File: config.mk
export PLATFORM = sky130hd
export DESIGN_NAME = adc_round_robin_scan_sequencer_flat
export DESIGN_NICKNAME = d
export VERILOG_FILES = /design/src/design/adcrr_pkg.sv /design/src/design/adcrr_req_if.sv /design/src/design/adcrr_rsp_if.sv /design/src/design/adcrr_csr_if.sv /design/src/design/adcrr_csr.sv /design/src/design/adcrr_ctrl.sv /design/src/design/adcrr_dp.sv /design/src/design/adc_round_robin_scan_sequencer.sv /design/src/flat_wrapper.sv
export VERILOG_INCLUDE_DIRS = /design/src /design/src/design
export SDC_FILE = /design/constraint.sdc
export NUM_CORES = 1
export LEC_CHECK = 0
export BUFFER_PORTS_ARGS = -buffer_cell sky130_fd_sc_hd__buf_2
export CORE_UTILIZATION = 50
export CTS_CLUSTER_SIZE = 40
export DETAILED_ROUTE_END_ITERATION = 10
export GPL_TIMING_DRIVEN = 0
export MAX_ROUTING_LAYER = met4
export PLACE_DENSITY_LB_ADDON = 0.05
export SYNTH_ARGS = -nofsm -noshare
export SYNTH_HDL_FRONTEND = slang
export SYNTH_HIERARCHICAL = 1
export SYNTH_SLANG_ARGS = --single-unit
File: constraint.sdc
create_clock -name clock -period 6.85 [get_ports clock]
set_input_delay 1.37 -clock clock [delete_from_list [all_inputs] [get_ports clock]]
set_output_delay 1.37 -clock clock [all_outputs]
set_load 0.005 [all_outputs]
File: src/design/assert_macros.svh
// Assertion macros shared by the scan sequencer RTL.
// No dependencies; included by files that carry concurrent checks.
`ifndef ASSERT_MACROS_SVH
`define ASSERT_MACROS_SVH

// Same-cycle implication, disabled while reset is high
`define ASSERT_IMPLY(label, clk, rst, ante, cons, msg) \
   label: assert property (@(posedge clk) disable iff (rst) (ante) |-> (cons)) \
      else $error(msg);

// Next-cycle implication, disabled while reset is high
`define ASSERT_NEXT(label, clk, rst, ante, cons, msg) \
   label: assert property (@(posedge clk) disable iff (rst) (ante) |=> (cons)) \
      else $error(msg);

`endif

File: src/design/adcrr_pkg.sv
// Shared types, constants and helpers for the ADC round-robin scan sequencer.
// No dependencies.
`timescale 1ns / 1ps
package adcrr_pkg;

   // Sizing
   localparam int MAX_SLOTS    = 8;
   localparam int SAMPLE_BITS  = 10;
   localparam int CHANNEL_BITS = 5;
   localparam int SLOT_BITS    = (MAX_SLOTS > 1) ? $clog2(MAX_SLOTS) : 1;
   localparam int USED_BITS    = $clog2(MAX_SLOTS + 1);
   localparam int COUNT_BITS   = 4;
   localparam int LIST_BITS    = 40;
   localparam int TICK_BITS    = 8;
   localparam int CSR_ADDR_BITS = 2;
   localparam int CSR_DATA_BITS = 40;

   localparam logic [TICK_BITS-1:0] TICKS_RESET = TICK_BITS'(50);
   localparam logic [TICK_BITS-1:0] TICKS_MAX   = {TICK_BITS{1'b1}};

   // Register indexes
   localparam logic [CSR_ADDR_BITS-1:0] CSR_CHANNEL_COUNT = 2'd0;
   localparam logic [CSR_ADDR_BITS-1:0] CSR_CHANNEL_SLOTS = 2'd1;
   localparam logic [CSR_ADDR_BITS-1:0] CSR_ACQUIRE_TICKS = 2'd2;
   localparam logic [CSR_ADDR_BITS-1:0] CSR_CONV_TIMEOUT  = 2'd3;

   // Configuration as seen by the controller and datapath
   typedef struct packed {
      logic [COUNT_BITS-1:0] channel_count;
      logic [LIST_BITS-1:0]  channel_slots;
      logic [TICK_BITS-1:0]  acquire_ticks;
      logic [TICK_BITS-1:0]  convert_timeout_ticks;
   } cfg_type;

   // Controller -> datapath
   typedef struct packed {
      logic                 store_en;
      logic [SLOT_BITS-1:0] store_idx;
      logic                 active;
      logic                 acquiring;
      logic                 start;
      logic [SLOT_BITS-1:0] sel_idx;
   } cmd_type;

   // Datapath -> controller
   typedef struct packed {
      logic tick;
      logic conv_done;
   } status_type;

   // Counts above the slot capacity act as the full capacity
   function automatic logic [USED_BITS-1:0] used_slots(input logic [COUNT_BITS-1:0] cnt);
      logic [USED_BITS-1:0] res;
      if (32'(cnt) > MAX_SLOTS) res = USED_BITS'(MAX_SLOTS);
      else                      res = USED_BITS'(cnt);
      return res;
   endfunction

   // Analog input number held in one slot of the scan list
   function automatic logic [CHANNEL_BITS-1:0] slot_channel(input logic [LIST_BITS-1:0] list,
                                                           input logic [SLOT_BITS-1:0] idx);
      logic [CHANNEL_BITS-1:0] res;
      res = list[idx*CHANNEL_BITS +: CHANNEL_BITS];
      return res;
   endfunction

endpackage

File: src/design/adcrr_req_if.sv
// Tick channel: converter status and lookup request, valid/ready handshake.
// Depends on adcrr_pkg.
`timescale 1ns / 1ps
interface adcrr_req_if;
   import adcrr_pkg::*;
   logic                    valid;
   logic                    ready;
   logic                    conv_done;
   logic [SAMPLE_BITS-1:0]  conv_data;
   logic [CHANNEL_BITS-1:0] query_channel;

   modport source (output valid, conv_done, conv_data, query_channel, input ready);
   modport sink   (input valid, conv_done, conv_data, query_channel, output ready);
endinterface

File: src/design/adcrr_rsp_if.sv
// Result channel: mux and converter controls plus lookup answer, valid/ready handshake.
// Depends on adcrr_pkg.
`timescale 1ns / 1ps
interface adcrr_rsp_if;
   import adcrr_pkg::*;
   logic                    valid;
   logic                    ready;
   logic [CHANNEL_BITS-1:0] mux_select;
   logic                    sample_enable;
   logic                    convert_start;
   logic                    query_found;
   logic [SAMPLE_BITS-1:0]  query_value;

   modport source (output valid, mux_select, sample_enable, convert_start, query_found,
                   query_value, input ready);
   modport sink   (input valid, mux_select, sample_enable, convert_start, query_found,
                   query_value, output ready);
endinterface

File: src/design/adcrr_csr_if.sv
// Configuration write channel: register index and write data, valid/ready handshake.
// Depends on adcrr_pkg.
`timescale 1ns / 1ps
interface adcrr_csr_if;
   import adcrr_pkg::*;
   logic                     valid;
   logic                     ready;
   logic [CSR_ADDR_BITS-1:0] addr;
   logic [CSR_DATA_BITS-1:0] wdata;

   modport source (output valid, addr, wdata, input ready);
   modport sink   (input valid, addr, wdata, output ready);
endinterface

File: src/design/adcrr_csr.sv
// Configuration registers of the scan sequencer.
// Depends on adcrr_pkg and adcrr_csr_if.
`timescale 1ns / 1ps
module adcrr_csr (
   input  logic                clock,
   input  logic                reset,
   adcrr_csr_if.sink           csr_chan,
   output adcrr_pkg::cfg_type  cfg
);
   import adcrr_pkg::*;

   cfg_type cfg_ff;
   cfg_type cfg_in;
   logic    wr_en;

   // Writes are always taken
   assign csr_chan.ready = 1'b1;
   assign wr_en = csr_chan.valid;

   // Register decode
   always_comb begin
      cfg_in = cfg_ff;
      if (wr_en) begin
         case (csr_chan.addr)
            CSR_CHANNEL_COUNT: cfg_in.channel_count = csr_chan.wdata[COUNT_BITS-1:0];
            CSR_CHANNEL_SLOTS: cfg_in.channel_slots = csr_chan.wdata[LIST_BITS-1:0];
            CSR_ACQUIRE_TICKS: cfg_in.acquire_ticks = csr_chan.wdata[TICK_BITS-1:0];
            CSR_CONV_TIMEOUT:  cfg_in.convert_timeout_ticks = csr_chan.wdata[TICK_BITS-1:0];
            default: ;
         endcase
      end
   end

   always_ff @(posedge clock) begin
      if (reset) begin
         cfg_ff.channel_count         <= '0;
         cfg_ff.channel_slots         <= '0;
         cfg_ff.acquire_ticks         <= TICKS_RESET;
         cfg_ff.convert_timeout_ticks <= TICKS_RESET;
      end else begin
         cfg_ff <= cfg_in;
      end
   end

   assign cfg = cfg_ff;
endmodule

File: src/design/adcrr_ctrl.sv
// Scan controller: phase state machine, slot pointer and tick counter.
// Depends on adcrr_pkg.
`timescale 1ns / 1ps
module adcrr_ctrl (
   input  logic                  clock,
   input  logic                  reset,
   input  adcrr_pkg::cfg_type    cfg,
   input  adcrr_pkg::status_type status,
   output adcrr_pkg::cmd_type    cmd
);
   import adcrr_pkg::*;

   localparam logic [1:0] PH_IDLE    = 2'd0;
   localparam logic [1:0] PH_ACQUIRE = 2'd1;
   localparam logic [1:0] PH_CONVERT = 2'd2;

   logic [1:0]           phase_ff, phase_in;
   logic [SLOT_BITS-1:0] idx_ff, idx_in;
   logic [TICK_BITS-1:0] elapsed_ff, elapsed_in;

   logic [USED_BITS-1:0] used;
   logic [TICK_BITS-1:0] bumped;
   logic [USED_BITS-1:0] next_slot;
   logic [SLOT_BITS-1:0] wrap_idx;
   logic                 start;
   logic                 store_en;

   assign used      = used_slots(cfg.channel_count);
   assign bumped    = (elapsed_ff == TICKS_MAX) ? elapsed_ff : elapsed_ff + 1'b1;
   assign next_slot = USED_BITS'(idx_ff) + 1'b1;
   assign wrap_idx  = (next_slot >= used) ? '0 : next_slot[SLOT_BITS-1:0];

   // Next-state logic, advanced once per tick
   always_comb begin
      phase_in   = phase_ff;
      idx_in     = idx_ff;
      elapsed_in = elapsed_ff;
      start      = 1'b0;
      store_en   = 1'b0;
      if (status.tick) begin
         if (used == '0) begin
            phase_in   = PH_IDLE;
            idx_in     = '0;
            elapsed_in = '0;
         end else begin
            case (phase_ff)
               PH_ACQUIRE: begin
                  elapsed_in = bumped;
                  if (bumped >= cfg.acquire_ticks) begin
                     start      = 1'b1;
                     phase_in   = PH_CONVERT;
                     elapsed_in = '0;
                  end
               end
               PH_CONVERT: begin
                  if (status.conv_done) begin
                     store_en   = 1'b1;
                     idx_in     = wrap_idx;
                     phase_in   = PH_ACQUIRE;
                     elapsed_in = '0;
                  end else if (bumped >= cfg.convert_timeout_ticks) begin
                     idx_in     = wrap_idx;
                     phase_in   = PH_ACQUIRE;
                     elapsed_in = '0;
                  end else begin
                     elapsed_in = bumped;
                  end
               end
               default: begin
                  phase_in   = PH_ACQUIRE;
                  idx_in     = '0;
                  elapsed_in = '0;
               end
            endcase
         end
      end
   end

   always_ff @(posedge clock) begin
      if (reset) begin
         phase_ff   <= PH_IDLE;
         idx_ff     <= '0;
         elapsed_ff <= '0;
      end else begin
         phase_ff   <= phase_in;
         idx_ff     <= idx_in;
         elapsed_ff <= elapsed_in;
      end
   end

   // Commands reflect the state after this tick's update; store_idx names the slot before it
   assign cmd.store_en  = store_en;
   assign cmd.store_idx = idx_ff;
   assign cmd.active    = (phase_in != PH_IDLE);
   assign cmd.acquiring = (phase_in == PH_ACQUIRE);
   assign cmd.start     = start;
   assign cmd.sel_idx   = idx_in;
endmodule

File: src/design/adcrr_dp.sv
// Datapath: tick handshake, sample store with valid bits, lookup, result register.
// Depends on adcrr_pkg, adcrr_req_if and adcrr_rsp_if.
`timescale 1ns / 1ps
module adcrr_dp (
   input  logic                  clock,
   input  logic                  reset,
   input  adcrr_pkg::cfg_type    cfg,
   input  adcrr_pkg::cmd_type    cmd,
   output adcrr_pkg::status_type status,
   adcrr_req_if.sink             req_chan,
   adcrr_rsp_if.source           rsp_chan
);
   import adcrr_pkg::*;

   logic [SAMPLE_BITS-1:0]  samples_ff [MAX_SLOTS];
   logic [MAX_SLOTS-1:0]    valid_ff, valid_in;
   logic                    rsp_valid_ff, rsp_valid_in;
   logic [CHANNEL_BITS-1:0] mux_ff;
   logic                    sample_en_ff;
   logic                    start_ff;
   logic                    found_ff;
   logic [SAMPLE_BITS-1:0]  value_ff;

   logic                    tick;
   logic [USED_BITS-1:0]    used;
   logic                    hit;
   logic [SAMPLE_BITS-1:0]  hit_value;

   // Take a tick whenever the result register is free or draining
   assign req_chan.ready = !reset && (!rsp_valid_ff || rsp_chan.ready);
   assign tick = req_chan.valid && req_chan.ready;
   assign status.tick      = tick;
   assign status.conv_done = req_chan.conv_done;

   // Lookup against the store as it stood before this tick; lowest slot wins
   assign used = used_slots(cfg.channel_count);
   always_comb begin
      hit       = 1'b0;
      hit_value = '0;
      for (int i = MAX_SLOTS - 1; i >= 0; i--) begin
         if (valid_ff[i] && (USED_BITS'(i) < used) &&
             (slot_channel(cfg.channel_slots, SLOT_BITS'(i)) == req_chan.query_channel)) begin
            hit       = 1'b1;
            hit_value = samples_ff[i];
         end
      end
   end

   // Valid bits set on a completed conversion, never cleared after reset
   always_comb begin
      valid_in = valid_ff;
      if (cmd.store_en) valid_in[cmd.store_idx] = 1'b1;
   end

   assign rsp_valid_in = tick || (rsp_valid_ff && !rsp_chan.ready);

   always_ff @(posedge clock) begin
      if (reset) begin
         valid_ff     <= '0;
         rsp_valid_ff <= 1'b0;
      end else begin
         valid_ff     <= valid_in;
         rsp_valid_ff <= rsp_valid_in;
      end
   end

   // Sample store, no reset
   always_ff @(posedge clock) begin
      if (cmd.store_en) samples_ff[cmd.store_idx] <= req_chan.conv_data;
   end

   // Result register
   always_ff @(posedge clock) begin
      if (tick) begin
         mux_ff       <= cmd.active ? slot_channel(cfg.channel_slots, cmd.sel_idx) : '0;
         sample_en_ff <= cmd.acquiring;
         start_ff     <= cmd.start;
         found_ff     <= hit;
         value_ff     <= hit_value;
      end
   end

   assign rsp_chan.valid         = rsp_valid_ff;
   assign rsp_chan.mux_select    = mux_ff;
   assign rsp_chan.sample_enable = sample_en_ff;
   assign rsp_chan.convert_start = start_ff;
   assign rsp_chan.query_found   = found_ff;
   assign rsp_chan.query_value   = value_ff;
endmodule

File: src/design/adc_round_robin_scan_sequencer.sv
// ADC round-robin scan sequencer, top level.
// A tick's result is registered and offered in the cycle after the tick is taken.
// Throughput: one tick per cycle while results are taken; the result register frees itself in the cycle it drains.
// The lookup is a parallel compare over all slots, done combinationally.
// Reset (synchronous, active high): idle, slot 0, counters and valid bits cleared,
// acquire and timeout registers at 50, other config registers zero; sample store and result fields left as is.
`timescale 1ns / 1ps
`include "assert_macros.svh"
module adc_round_robin_scan_sequencer (
   input  logic        clock,
   input  logic        reset,
   adcrr_req_if.sink   req_chan,
   adcrr_rsp_if.source rsp_chan,
   adcrr_csr_if.sink   csr_chan
);
   import adcrr_pkg::*;

   cfg_type    cfg;
   cmd_type    cmd;
   status_type status;

   adcrr_csr u_csr (
      .clock    (clock),
      .reset    (reset),
      .csr_chan (csr_chan),
      .cfg      (cfg)
   );

   adcrr_ctrl u_ctrl (
      .clock  (clock),
      .reset  (reset),
      .cfg    (cfg),
      .status (status),
      .cmd    (cmd)
   );

   adcrr_dp u_dp (
      .clock    (clock),
      .reset    (reset),
      .cfg      (cfg),
      .cmd      (cmd),
      .status   (status),
      .req_chan (req_chan),
      .rsp_chan (rsp_chan)
   );

   // A conversion never completes on the tick it is started
   `ASSERT_IMPLY(a_no_store_on_start, clock, reset, cmd.store_en, !cmd.start, "store on start tick")

   // A tick with no slots configured reports an idle mux, no sampling and no start
   `ASSERT_NEXT(a_idle_outputs, clock, reset, status.tick && (cfg.channel_count == '0), (rsp_chan.mux_select == '0) && !rsp_chan.sample_enable && !rsp_chan.convert_start, "idle tick not idle")

   // A missed lookup always reports a zero value
   `ASSERT_IMPLY(a_miss_zero, clock, reset, rsp_chan.valid && !rsp_chan.query_found, rsp_chan.query_value == '0, "lookup miss with nonzero value")

   // The start pulse is never shown together with sampling
   `ASSERT_IMPLY(a_start_not_sampling, clock, reset, rsp_chan.valid && rsp_chan.convert_start, !rsp_chan.sample_enable, "start while sampling")
endmodule

File: src/flat_wrapper.sv
// flat-port wrapper written by rule: the top's interface ports become plain ports
module adc_round_robin_scan_sequencer_flat import adcrr_pkg::*;
  (clock, reset, req_chan_valid, req_chan_conv_done, req_chan_conv_data, req_chan_query_channel, req_chan_ready, rsp_chan_valid, rsp_chan_mux_select, rsp_chan_sample_enable, rsp_chan_convert_start, rsp_chan_query_found, rsp_chan_query_value, rsp_chan_ready, csr_chan_valid, csr_chan_addr, csr_chan_wdata, csr_chan_ready);
  adcrr_req_if req_chan_i ();
  adcrr_rsp_if rsp_chan_i ();
  adcrr_csr_if csr_chan_i ();
  input  logic clock;
  input  logic reset;
  input wire logic [$bits(req_chan_i.valid)-1:0] req_chan_valid;
  input wire logic [$bits(req_chan_i.conv_done)-1:0] req_chan_conv_done;
  input wire logic [$bits(req_chan_i.conv_data)-1:0] req_chan_conv_data;
  input wire logic [$bits(req_chan_i.query_channel)-1:0] req_chan_query_channel;
  output wire logic [$bits(req_chan_i.ready)-1:0] req_chan_ready;
  output wire logic [$bits(rsp_chan_i.valid)-1:0] rsp_chan_valid;
  output wire logic [$bits(rsp_chan_i.mux_select)-1:0] rsp_chan_mux_select;
  output wire logic [$bits(rsp_chan_i.sample_enable)-1:0] rsp_chan_sample_enable;
  output wire logic [$bits(rsp_chan_i.convert_start)-1:0] rsp_chan_convert_start;
  output wire logic [$bits(rsp_chan_i.query_found)-1:0] rsp_chan_query_found;
  output wire logic [$bits(rsp_chan_i.query_value)-1:0] rsp_chan_query_value;
  input wire logic [$bits(rsp_chan_i.ready)-1:0] rsp_chan_ready;
  input wire logic [$bits(csr_chan_i.valid)-1:0] csr_chan_valid;
  input wire logic [$bits(csr_chan_i.addr)-1:0] csr_chan_addr;
  input wire logic [$bits(csr_chan_i.wdata)-1:0] csr_chan_wdata;
  output wire logic [$bits(csr_chan_i.ready)-1:0] csr_chan_ready;
  assign req_chan_i.valid = req_chan_valid;
  assign req_chan_i.conv_done = req_chan_conv_done;
  assign req_chan_i.conv_data = req_chan_conv_data;
  assign req_chan_i.query_channel = req_chan_query_channel;
  assign req_chan_ready = req_chan_i.ready;
  assign rsp_chan_valid = rsp_chan_i.valid;
  assign rsp_chan_mux_select = rsp_chan_i.mux_select;
  assign rsp_chan_sample_enable = rsp_chan_i.sample_enable;
  assign rsp_chan_convert_start = rsp_chan_i.convert_start;
  assign rsp_chan_query_found = rsp_chan_i.query_found;
  assign rsp_chan_query_value = rsp_chan_i.query_value;
  assign rsp_chan_i.ready = rsp_chan_ready;
  assign csr_chan_i.valid = csr_chan_valid;
  assign csr_chan_i.addr = csr_chan_addr;
  assign csr_chan_i.wdata = csr_chan_wdata;
  assign csr_chan_ready = csr_chan_i.ready;
  adc_round_robin_scan_sequencer u_core (.clock(clock), .reset(reset), .req_chan(req_chan_i), .rsp_chan(rsp_chan_i), .csr_chan(csr_chan_i));
endmodule
Yosys cells after proc, flatten, opt, wreduce, memory -nomap -nowiden. Memory sizes are Yosys's and may differ from the RTL's. Index checks and enable logic that the tools add are counted.

Register bits: 100. Bits in latches: 0. RAM bits: 80. ROM bits: 0. Output and inout bits: 21. Logic and storage cells: 121. Memories kept: 1.

Add/subtract/negate cells: 2. $mul: 1. Div/mod/pow operators: 0. $lt $le $gt $ge: 14. Equality and inequality tests: 15. Shifts and indexed selects: 1. Muxes and demuxes: 37. Bitwise logic cells: 2. Reduce and logical (&&, ||, !) cells: 34.

Memory list: u_core.u_dp.samples_ff (depth 8, bits a word 10, read ports 8, clocked after memory_dff 0, wr ports 1, RTL line adcrr_dp.sv:15) `logic [SAMPLE_BITS-1:0] samples_ff [MAX_SLOTS];`.

Operator list (number): two-way mux 10 bit (8); equality test 5 bit (8); two-way mux 8 bit (5); variable part select 40 x 7 -> 5 bit (1); logical AND 1 bit (20); greater-or-equal comparator 8 bit (2); less-than comparator 3 x 4 -> 1 bit (first input constant) (4); case mux 8 bit (2 select lines) (1); two-way mux 3 bit (5); two-way mux 2 bit (5); two-way mux 1 bit (9); adder 8 x 1 -> 8 bit (second input constant) (1); equality test 8 bit (second input constant) (1); less-than comparator 1 x 4 -> 1 bit (first input constant) (2); less-than comparator 2 x 4 -> 1 bit (first input constant) (2); OR 8 bit (1); AND reduction 2 bit (4); OR reduction 7 bit (1); equality test 2 x 1 -> 1 bit (second input constant) (3); equality test 2 bit (second input constant) (3); multiplier 3 x 3 -> 6 bit (second input constant) (1); case mux 3 bit (2 select lines) (1); adder 3 x 1 -> 4 bit (second input constant) (1); greater-or-equal comparator 4 bit (1); other kinds (13) (16).

Logic depth before layout (Yosys ltp).
Depth in word-level cells: 13. Depth in mapped cells: 16.

Cells and area by module. Netlist, hierarchy kept.

By module, submodules not included: adcrr_dp (instances 1, cells each 313, area each 4723.3 um2, sequential area each 3123.0 um2); adcrr_csr (instances 1, cells each 247, area each 2568.7 um2, sequential area each 1201.2 um2); adcrr_ctrl (instances 1, cells each 174, area each 1367.6 um2, sequential area each 260.2 um2).

Least setup slack after synthesis. No wires, ideal clock.

Kind: input to register. Start point: in reset. End point: reg u_core.u_dp.mux_ff[4] (netlist: u_core/u_dp/rsp_chan.mux_select[4]) (data pin). Setup time: 0.256 ns. Arrival: 4.543 ns. Required time: 6.594 ns. Path slack: 2.052 ns. Stages: 14. Path buffers: 3. Cell sequence: clkbuf_1 nor2_1 and2_1 buf_4 o41ai_1 nor2_1 o2111ai_1 a21oi_1 nand2b_1 nand2_1 clkbuf_1 mux4_2 mux2i_1 nor2b_1.

RTL lines: start, declared (RTL line flat_wrapper.sv:8) `input logic reset;`; end signal, assigned (RTL line adcrr_dp.sv:75) `mux_ff <= cmd.active ? slot_channel(cfg.channel_slots, cmd.sel_idx) : '0;`; end, declared (RTL line adcrr_dp.sv:18) `logic [CHANNEL_BITS-1:0] mux_ff;`.

==> impl_metrics.yaml <==
drt:
  postRouteAntennaNets: 0
  drt-total-wl_um: 20110
  vias: 5954
  drt-initial-drc-count: 297
  wl_per_cell_um: 18.90
  route.detailed.drc: 0
  post_drt_via_cell_ratio: 5.596
  first_pass_iters: 4
cts:
  cts_max_path_buffers: 2
  worstSkewPairLatency_ps: 430
  cts-root-buf: "clkbuf_16"
  htreeDepth: 4
  numCtsBuffers: 17
  cts_setup_buffers: 0
  postCtsHoldBufs: 0
  cts_tree: "done"
  path_clk_slew_ps: 70
  cts_num_sinks: 180
  cts_resized: 0
synthesis:
  synth_compound_area_share_pct: 8.034
  synth-simple-area-share_pct: 16.73
  synth_top_area_share_pct: 33.98
  yosysUniqueCellTypes: 63
  synthArstFlopShare_pct: 0
  synth_edf_count: 98
  synthAdderAreaFrac_pct: 3.468
  synth_top_family_by_area: "simple AND/OR/NAND/NOR gates"
  synth-seq-cells: 180
  syn-cell-area_um2: 8660
  ys_warn_count: 6
  postSynthCellCount: 734
  avgSynthCellArea_um2: 11.80
  yosys_most_used_dff: "edfxtp_1"
  synth_area_leaders: "edfxtp_1, dfxtp_1, nand2b_1"
  synth_fp_nets: 821
  yosys.area.top_type: "edfxtp_1"
  seq_area_frac_synth_pct: 52.94
  synthXorXnorAreaFrac_pct: 4.436
  synth_mux_area_share_pct: 10.37
power_and_ir_drop:
  totalPowerFinal_mw: 2.252
  switching_share_pct: 23.20
  pwr-share-comb_pct: 6.0
  p_sw_mw: 0.5224
  clock_power_share_pct: 42.2
  p_int_mw: 1.729
  seqPwrFrac_pct: 51.8
  powerDensity_nw_per_um2: 227.0
  cellLeakagePower_nw: 3.759
  ir_drop_uv: 198.2
placed_design:
  place.detailed.hpwl_um: 14380
  portBuffers: 76
  dp_slack_ps: 748.3
  place.gp.congestion: 0.8816
  numPlacedInstances: 1032
layout:
  fin_cells: 1064
  final_cell_mix: "nand2b_1, edfxtp_1, buf_2, dfxtp_1, mux2i_1"
  num_antenna_cells: 0
  layout_commonest_cell: "nand2b_1"
  drive_gt1_share_pct: 19.08
  area_growth_pct: 14.55
  nets: 918
worst_setup_path:
  start_kind: "input port"
  crit_fanout: 19
  r2r_start: "u_core/u_ctrl/elapsed_ff[0]$_SDFFE_PP0P_"
  cp.required_ps: 7030
  worstSetupStartpoint: "reset"
  critPathKind: "input port to register"
  arrival_ps: 5730
  cp-end-kind: "register"
floorplanning:
  dieArea_um2: 17850
  rows: 47
  initial_core_util_pct: 51.67
  chipWidth_um: 133.6
  core_area_um2: 16760
  ios: 84
  die_y_um: 133.6
sta:
  grt_setup_unrepaired: "no"
  hold_violations: 0
  finalCritPeriodShare_pct: 81.00
  finalClockSkew_ps: 11.62
  maxSlewViolCount: 0
  worstMarginPinSlew_ps: 1286
  setup_tns_ps: 0
  holdWs_ps: 477.7
  fmax_mhz: 180.2
  fin_crit_ps: 5549
  fin_ws_ps: 1301
  setup_viol_count_final: 0
  relSlewSlack_pct: 13.92
global_routing:
  grt_pass1_vias: 6120
  antenna_found_initial: 0
  grt_max_degree: 20
  grt_pass1_wl_um: 32290
  grt_overflow: 0
  groute.usage.overall_pct: 24.58
flow_run:
  cap_viol_max_count: 0
status:
  outcome: "finished, final reports clean"
worst_hold_path:
  min_from: "u_core/u_dp/valid_ff[4]$_SDFFE_PP0P_"
  worstHoldPathType: "register to register"
[sequential cells by signal, indices dropped and copies added, names as in the netlist]
| name | count |
|---|---|
| u_core/u_ctrl/idx_ff | 3 |
| u_core/u_dp/rsp_chan.query_value | 10 |
| u_core/u_csr/cfg | 60 |
| u_core/u_dp/rsp_chan.mux_select | 5 |
| u_core/u_ctrl/elapsed_ff | 8 |
| u_core/u_dp/samples_ff | 80 |
| u_core/u_dp/rsp_chan.query_found | 1 |
| u_core/u_dp/rsp_chan.valid | 1 |
| u_core/u_dp/valid_ff | 8 |
| u_core/u_dp/rsp_chan.convert_start | 1 |
| u_core/u_dp/rsp_chan.sample_enable | 1 |
| u_core/u_ctrl/phase_ff | 2 |
[Yosys cell counts (11+ instances only)]
| master | count |
|---|---|
| nor2_1 | 42 |
| inv_1 | 19 |
| nand2_1 | 26 |
| a221oi_1 | 19 |
| o22ai_1 | 19 |
| clkbuf_1 | 14 |
| xor2_1 | 21 |
| a21oi_1 | 30 |
| nor2b_1 | 11 |
| edfxtp_1 | 98 |
| mux2i_1 | 65 |
| xnor2_1 | 21 |
| nand2b_1 | 107 |
| ha_1 | 24 |
| dfxtp_1 | 82 |
[power by group through the flow]
stage | combinational (mW) | clock [mW] | sequential (mW)
detailed placement | 0.136 | 0 | 1.19
floorplan | 0.0855 | 0 | 1.19
global placement | 0.131 | 0 | 1.19
finish | 0.135 | 0.949 | 1.17
global route | 0.149 | 1.02 | 1.17
CTS | 0.136 | 0.966 | 1.17
[worst paths after layout]
kind                                                       to  cells past startpoint  slack [ps]
max          u_core/u_dp/rsp_chan.mux_select[0]$_SDFFCE_PN0P_                     15        1300
min                      u_core/u_dp/valid_ff[4]$_SDFFE_PP0P_                      2         480
max reg2reg  u_core/u_dp/rsp_chan.mux_select[0]$_SDFFCE_PN0P_                     15        2010
min reg2reg              u_core/u_dp/valid_ff[4]$_SDFFE_PP0P_                      2         480
[per-layer routing]
metal / GRT usage [%] / routed length (µm) / share of wire, %
met5: - / 0 / 0
met4: 6.376 / 326 / 1.6
met3: 5.936 / 1117 / 5.6
met2: 39.03 / 9633 / 48
met1: 31.51 / 9035 / 45
[stage by stage]
stage / area [µm²] / util (%)
finish: 9920 / 59.19
global route: 9920 / 59.19
CTS: 9920 / 59.19
detailed placement: 9348 / 55.77
global placement: 9315 / 55.58
floorplan: 8660 / -
[cells by family after synthesis]
family | after synthesis
AOI/OAI and AO/OA | 99
xor gates and xnor gates | 43
adders and majority gates | 24
buffers and inverters | 61
DFF | 180
muxes | 77
other | 1
and+or+nand+nor | 249
[layout make-up]
class / instances / area [µm²]
Fill cell: 1394 / 6840
Sequential cell: 180 / 4584
Multi-Input combinational cell: 493 / 3741
Clock buffer: 19 / 432.9
Timing Repair Buffer: 78 / 402.9
Tap cell: 220 / 275.3
Buffer: 41 / 269.0
Clock inverter: 13 / 138.9
Inverter: 20 / 75.07
[critical path: stages]
cell,delay (ps)
buf_2,180
clkbuf_1,270
nor2_1,180
and2_1,860
buf_4,260
o41ai_1,140
nor2_1,360
o2111ai_1,170
a21oi_1,240
nand2b_1,100
nand2_1,90
clkbuf_1,630
mux4_2,620
mux2i_1,160
nor2b_1,70
Note: power is estimated with default switching activity, not from simulation.
